$ cat src/hdl/assert_macros.svh
// assertion macros shared by the history window matcher rtl
`ifndef ASSERT_MACROS_SVH
`define ASSERT_MACROS_SVH

`ifndef SYNTHESIS

`define ASSERT_ALWAYS(label, clk, rst_n, cond) \
    label: assert property (@(posedge clk) disable iff (!rst_n) (cond)) \
        else $error("assertion failed: invariant");

`define ASSERT_IMPLIES(label, clk, rst_n, ante, cons) \
    label: assert property (@(posedge clk) disable iff (!rst_n) (ante) |-> (cons)) \
        else $error("assertion failed: implication");

`define ASSERT_NEXT(label, clk, rst_n, ante, cons) \
    label: assert property (@(posedge clk) disable iff (!rst_n) (ante) |=> (cons)) \
        else $error("assertion failed: next cycle");

`else

`define ASSERT_ALWAYS(label, clk, rst_n, cond)
`define ASSERT_IMPLIES(label, clk, rst_n, ante, cons)
`define ASSERT_NEXT(label, clk, rst_n, ante, cons)

`endif

`endif

$ cat src/hdl/hbwm_pkg.sv
// shared types and constants of the byte history window matcher
`default_nettype none

package hbwm_pkg;

    localparam int unsigned BUF_DEPTH_DEF = 4096;

    // offset field and the dividend widened by one bit for offset-1 and offset-2
    localparam int OFF_W  = 17;
    localparam int DIVD_W = OFF_W + 1;
    localparam int CNT_W  = $clog2(DIVD_W + 1);

    // input beat layout
    localparam int IN_DATA_W  = 96;
    localparam int IN_USER_W  = 2;
    localparam int BYTE_LSB   = 0;
    localparam int OFF_LSB    = 8;
    localparam int PAT_LSB    = 25;
    localparam int PLEN_LSB   = 89;
    localparam int PAT_W      = 64;
    localparam int PLEN_W     = 4;
    localparam int MAX_PLEN   = 8;

    // output beat layout, the held count width follows the ring depth
    localparam int VALUE_W     = 16;
    localparam int TOTAL_W     = 32;
    localparam int OUT_FIXED_W = VALUE_W + 1 + TOTAL_W;

    typedef enum logic [1:0] {
        ACT_PUSH   = 2'd0,
        ACT_READ   = 2'd1,
        ACT_SUFFIX = 2'd2,
        ACT_READ16 = 2'd3
    } action_t;

    typedef struct packed {
        logic                     start;
        logic signed [DIVD_W-1:0] dividend;
    } div_req_t;

endpackage

`default_nettype wire

$ cat src/hdl/hbwm_divider.sv
// bit-serial remainder unit turning a signed offset into a lookback distance
`default_nettype none

module hbwm_divider #(
    parameter int HW = $clog2(hbwm_pkg::BUF_DEPTH_DEF + 1)
) (
    input  logic               clk,
    input  logic               rst_n,
    input  hbwm_pkg::div_req_t req,
    input  logic [HW-1:0]      divisor,
    output logic               done,
    output logic [HW-1:0]      back
);

    import hbwm_pkg::*;

    logic              busy_reg;
    logic              busy_next;
    logic [CNT_W-1:0]  cnt_reg;
    logic [CNT_W-1:0]  cnt_next;
    logic              neg_reg;
    logic              neg_next;
    logic [DIVD_W-1:0] mag_reg;
    logic [DIVD_W-1:0] mag_next;
    logic [HW-1:0]     rem_reg;
    logic [HW-1:0]     rem_next;
    logic [HW-1:0]     div_reg;
    logic [HW-1:0]     div_next;
    logic [HW:0]       shifted;
    logic [HW:0]       trial;

    assign shifted = {rem_reg, mag_reg[DIVD_W-1]};
    assign trial   = shifted - {1'b0, div_reg};

    always_comb
    begin
        busy_next = busy_reg;
        cnt_next  = cnt_reg;
        neg_next  = neg_reg;
        mag_next  = mag_reg;
        rem_next  = rem_reg;
        div_next  = div_reg;
        if (req.start)
        begin
            busy_next = 1'b1;
            cnt_next  = CNT_W'(DIVD_W);
            neg_next  = req.dividend[DIVD_W-1];
            mag_next  = req.dividend[DIVD_W-1] ? DIVD_W'(-req.dividend)
                                               : DIVD_W'(req.dividend);
            rem_next  = '0;
            div_next  = divisor;
        end
        else if (busy_reg)
        begin
            if (cnt_reg != '0)
            begin
                // one quotient bit per cycle, restoring form
                cnt_next = cnt_reg - 1'b1;
                mag_next = {mag_reg[DIVD_W-2:0], 1'b0};
                rem_next = trial[HW] ? shifted[HW-1:0] : trial[HW-1:0];
            end
            else
            begin
                busy_next = 1'b0;
            end
        end
    end

    always_ff @(posedge clk or negedge rst_n)
    begin
        if (!rst_n)
        begin
            busy_reg <= 1'b0;
            cnt_reg  <= '0;
        end
        else
        begin
            busy_reg <= busy_next;
            cnt_reg  <= cnt_next;
        end
    end

    always_ff @(posedge clk)
    begin
        neg_reg <= neg_next;
        mag_reg <= mag_next;
        rem_reg <= rem_next;
        div_reg <= div_next;
    end

    // negative nonzero remainder counts back directly, otherwise from the held count
    assign done = busy_reg && (cnt_reg == '0);
    assign back = (neg_reg && (rem_reg != '0)) ? rem_reg : div_reg - rem_reg;

endmodule

`default_nettype wire

$ cat config.mk
export PLATFORM = sky130hd
export DESIGN_NAME = hbwm_divider
export DESIGN_NICKNAME = d
export VERILOG_FILES = /design/src/hdl/assert_macros.svh /design/src/hdl/hbwm_pkg.sv /design/src/hdl/hbwm_divider.sv
export SDC_FILE = /design/constraint.sdc
export NUM_CORES = 1
export LEC_CHECK = 0
export ABC_AREA = 1
export ABC_CLOCK_PERIOD_IN_PS = 2900
export BUFFER_PORTS_ARGS = -buffer_cell sky130_fd_sc_hd__buf_2
export CAP_MARGIN = 20
export CORE_MARGIN = 2
export CORE_UTILIZATION = 60
export DETAILED_ROUTE_END_ITERATION = 7
export PLACE_DENSITY_LB_ADDON = 0.3
export REMOVE_ABC_BUFFERS = 1
export SLEW_MARGIN = 20
export SYNTH_ARGS = -nofsm -noshare
export SYNTH_HDL_FRONTEND = slang
export SYNTH_SLANG_ARGS = --single-unit
$ cat constraint.sdc
create_clock -name clk -period 2.9 [get_ports clk]
set_input_delay 0.58 -clock clk [delete_from_list [all_inputs] [get_ports clk]]
set_output_delay 0.58 -clock clk [all_outputs]
set_load 0.005 [all_outputs]
# [Yosys cells after proc, flatten, opt, wreduce, memory -nomap -nowiden]
# Cells that the tools add are included.
[classes] shift=0 multipliers=0 eq_ne=0 muxes=12 addsub=4 bitwise_logic=0 n_lt_le_gt_ge=0 n_div=0 reduce_logical=9
[op_table] op="2-to-1 mux 18 bit" n=4
[op_table] op="2-to-1 mux 13 bit" n=2
[op_table] op="negator 18 bit" n=1
[op_table] op="2-to-1 mux 5 bit" n=3
[op_table] op="subtractor 14 x 13 -> 14 bit" n=1
[op_table] op="nonzero test 13 bit" n=1
[op_table] op="subtractor 13 bit" n=1
[op_table] op="zero test 5 bit" n=1
[op_table] op="nonzero test 5 bit" n=1
[op_table] op="subtractor 5 x 1 -> 5 bit, second input constant" n=1
[op_table] op="AND reduction 2 bit" n=2
[op_table] op="nonzero test 2 bit" n=2
[op_table] op="2-to-1 mux 1 bit" n=3
[op_table] op="logical AND 1 bit" n=2
[totals] elab_cells=31 mem_count=0 inputBits=34 romBits=0 ramBits=0 register_bits=51 latch_bits=0

# [Depth between registers and ports, before layout]
[depth] depth_word=4 depth_mapped=14

# [Worst setup path before layout]
# OpenSTA, ideal clock, no wires.
[synth_timing] path_type="register -> output" from="register rem_reg[0]" to="output back[8]" path_buffers=0 required_ns=2.320 stages_incl_launch_ff=8 setup_slack_ns=0.655 arrival_time_ns=1.665 path_cell_list="dfxtp_1 > ha_1 > fa_1 > o21ai_1 > a21oi_1 > or2_0 > nand3_1 > o21ai_1"
[synth_via] elab_chain_cells=3 elab_cells_between_ends=4 classes_between="1 x add/sub; 1 x mux; 2 x reduce/logical"
[synth_rtl] element="from (decl)" line="hbwm_divider.sv:25" source="logic [HW-1:0] rem_reg;"
[synth_rtl] element="from (signal assigned)" line="hbwm_divider.sv:87" source="rem_reg <= rem_next;"
[synth_rtl] element="parallel branches: the longest is 2 deep, another holds subtractor 13 bit"
[synth_rtl] element="2-to-1 mux 13 bit *" line="hbwm_divider.sv:93" source="assign back = (neg_reg && (rem_reg != '0)) ? rem_reg : div_reg - rem_reg;"
[synth_rtl] element="to (decl)" line="hbwm_divider.sv:12" source="output logic [HW-1:0] back"
# Every way passes the cells marked *.

# [Worst setup path in the final report]
[layout_timing] from="register rem_reg[0]" to="output back[12]"
# Same word-level chain as after synthesis.

==> summary.md <==
| Metric | Value |
|---|---|
| Status | `complete, no violations` |
| CTS clk-pin slew, worst paths | `0.10 ns` |
| First-pass GRT wire length | `16100 um` |
| Layout Nets | `699` |
| Post-CTS setup buffer count | `0` |
| Detailed Route WL | `between 9000 and 10000 um` |
| Critical path type | `reg -> out` |
| Synthesized flop and latch total | `51` |
| WL/cell | `13.1 um` |
| Commonest cells after routing, fill and taps aside | `nand2_1 (159), inv_1 (93), nand3_1 (49)` |
| CP startpoint | `rem_reg[0]$_SDFFE_PP0P_` |
| Crit Path Max Fanout | `7` |
| Seq pwr share | `27.0%` |
| Sequential area share after synthesis | `32.4%` |
| Clock sinks | `just over 50` |
| DRC | `0` |
| Most common flop cell mapped by yosys | `edfxtp_1` |
| Root buffer cell | `clkbuf_8` |
| Share of layout cells above drive strength 1 | `18.1%` |
| Final setup TNS | `0 ns` |
| Worst Tran Pin Value | `0.709 ns` |
| Largest net degree at the start of global routing | `26` |
| Row cnt | `30` |
| Final setup viols | `0` |
| Lkg Pwr | `2.37 nW` |
| Antenna viol nets, final | `0` |
| Synth warn | `0` |
| DR iter-0 viols | `193` |
| Reg-to-Reg End | `rem_reg[9]$_SDFFE_PP0P_` |
| Total CTS buffers | `5` |
| Synth unique cells | `43` |
| Antenna diodes | `0` |
| Switch Pwr | `slightly below 2 mW` |
| Internal | `roughly 2.1 mW` |
| Pre-antenna DRT Iters | `5` |
| # Max-Cap Violations | `0` |
| Peak Freq | `about 0.36 GHz` |
| Post-Syn Area per Cell | `7.21 um2` |
| Post-CTS Hold Fix Bufs | `0` |
| Chip height | `87.9 um` |
| Core Box Area | `6790 um2` |
| Worst r2r path cells | `12` |
| Cell area power density | `861 nW/um2` |
| Number of global-route vias before repair | `3718` |
| Post-Syn Area | `4230 um2` |
| Worst EP arrival | `2.21 ns` |
| Number of flip-flops in the largest register | `18` |
| RR Startpoint | `div_reg[11]$_DFFE_PP_` |
| H-tree Lvls | `2` |
| Mapped Cells | `586` |
| HPWL Detailed | `between 7000 and 8000 um` |
| Hold Fails Final Rpt | `0` |
| Worst Setup Start Kind | `flop` |
| Worst hold slack | `around 0.074 ns` |
| Total gr overflow | `0` |
| Total Routing Usage GR | `26.3%` |
| IO buf count | `47` |
| DR vias | `3927` |
| Critical Path RT | `approximately 2.3 ns` |
| Synth-to-Final Area Change | `10.8%` |
| Chip Width | `87.9 um` |
| Initial antenna violation count | `0` |
| Sw Share | `roughly half` |
| Final Skew | `roughly 0.0093 ns` |
| Slew Limit Headroom | `52.7%` |
| Worst Setup End Kind | `primary output` |
| Post-layout min period | `2.79 ns` |
| Vias per cell | `5.36` |
| Clk pwr share | `10.7%` |
| CTS tree | `yes` |
| GP Congestion | `a little over 0.9` |
| Final Cycle Share | `96.3%` |
| Fillers | `just under 600` |
| EDFF count, synth | `32` |
| Combinational share of power | `62.2%` |
| Async set-reset flop share out of synthesis | `approximately an eighth` |
| Max VDD drop | `between 0.0003 and 0.0004 V` |
| Die area | `between 7000 and 8000 um2` |
| Reg2Reg Setup Slack | `0.76 ns` |
| Slew Limit Fails | `0` |
| Initial core utilization | `62.2%` |
| Most common cell after layout, fill and taps aside | `nand2_1` |
| Hold crit path type | `in -> async` |
| Top Ports | `48` |
| Worst skew pair latency | `0.31 ns` |
| CTS max path bufs | `2` |
[Yosys cell counts, types with 2 or more instances]
library cell / instances / area share (%)
buf_2: 2 / 0.24
xnor2_1: 9 / 1.9
ha_1: 28 / 8.3
nor4_1: 3 / 0.44
nor2_2: 3 / 0.44
buf_4: 2 / 0.36
inv_1: 93 / 8.3
dfxtp_1: 13 / 6.2
nand3_4: 2 / 0.83
nand3_1: 49 / 5.8
clkbuf_1: 3 / 0.27
nor3_1: 4 / 0.47
nand2_1: 159 / 14
nand4_1: 10 / 1.5
or2_2: 5 / 0.74
o21ai_0: 39 / 4.6
nand3_2: 10 / 2.4
nand3b_1: 2 / 0.36
o21ai_1: 2 / 0.24
nand2_2: 15 / 2.2
nor2_1: 39 / 3.5
nand2_4: 4 / 1.1
edfxtp_1: 32 / 23
fa_1: 2 / 0.95
a21oi_1: 17 / 2.0
or2_0: 2 / 0.30
dfrtp_1: 6 / 3.6
xor2_1: 12 / 2.5
a31oi_1: 4 / 0.59
buf_6: 2 / 0.53
[worst max path at each step]
stage | to | slack [ns] | cells past startpoint
CTS | back[6] | 0.03 | 10
global route | back[12] | -0.004 | 10
global placement | back[12] | 0.39 | 10
detailed placement | back[12] | 0.32 | 10
finish | back[12] | 0.11 | 10
floorplan | back[8] | 0.65 | 7
[power by group through the flow]
stage | Sequential (mW) | Clock, mW | Combinational (mW)
detailed placement | 1.09 | 0 | 2.43
global placement | 1.08 | 0 | 2.37
floorplan | 1.05 | 0 | 1.83
CTS | 1.08 | 0.441 | 2.44
global route | 1.11 | 0.465 | 2.84
finish | 1.09 | 0.433 | 2.51
[area by class of cell]
| class | instances | area, um2 | share of cell area (%) |
|---|---|---|---|
| well taps | 96 | 120 | 2.56 |
| inverters | 95 | 357 | 7.61 |
| clock inverters | 3 | 23.8 | 0.508 |
| repair buffers | 52 | 273 | 5.82 |
| flip-flops and latches | 51 | 1380 | 29.4 |
| multi-input cells | 430 | 2470 | 52.7 |
| clock buffers | 5 | 68.8 | 1.47 |
[routing by layer]
metal / up-vias / global-route usage, % / wire length (um)
met2: 108 / 48.1 / 4820
li1: 2001 / - / -
met5: - / 0 / 0
met3: 18 / 4.24 / 400
met4: 0 / 7.83 / 179
met1: 1800 / 31.7 / 4200
[repair_timing]
action / 4_1_cts / 5_1_grt
pin swaps: 0 / 1
resized for setup: 1 / 10
setup endpoints to repair: 2 / 5
hold endpoints to repair: 0 / 0
[kinds of logic (layout without fill, tap and decap cells)]
group	after synthesis	after routing	share of synthesized area (%)
AND/OR/NAND/NOR	310	310	34.7
AO/OA/AOI/OAI	69	69	8.97
XOR/XNOR	21	21	4.35
buffers and inverters	105	155	10.3
flip-flops	51	51	32.4
adder cells (fa/ha/maj)	30	30	9.23
[stage by stage]
stage	total power, mW	std cells	worst slack, ns	cell area [um2]	utilization, %
after detailed placement	3.52	724	0.321	4540	66.9
final	4.03	732	0.108	4680	68.9
after global placement	3.45	724	0.388	4540	66.9
after CTS	3.96	732	0.0339	4640	68.3
after floorplan	2.88	576	0.647	4150	-
after global routing	4.41	732	-0.00382	4680	68.9
[worst max-delay path: stages (launching register included)]
cell and delay, ns:
dfxtp_1 0.41, ha_1 0.27, fa_2 0.40, o21ai_2 0.24, nand3_1 0.14, nand3_1 0.10, nand2_1 0.05, nand2_1 0.05
nand2_1 0.05, o21ai_0 0.07, buf_2 0.13
Note: power is estimated with default switching activity, not from simulation.
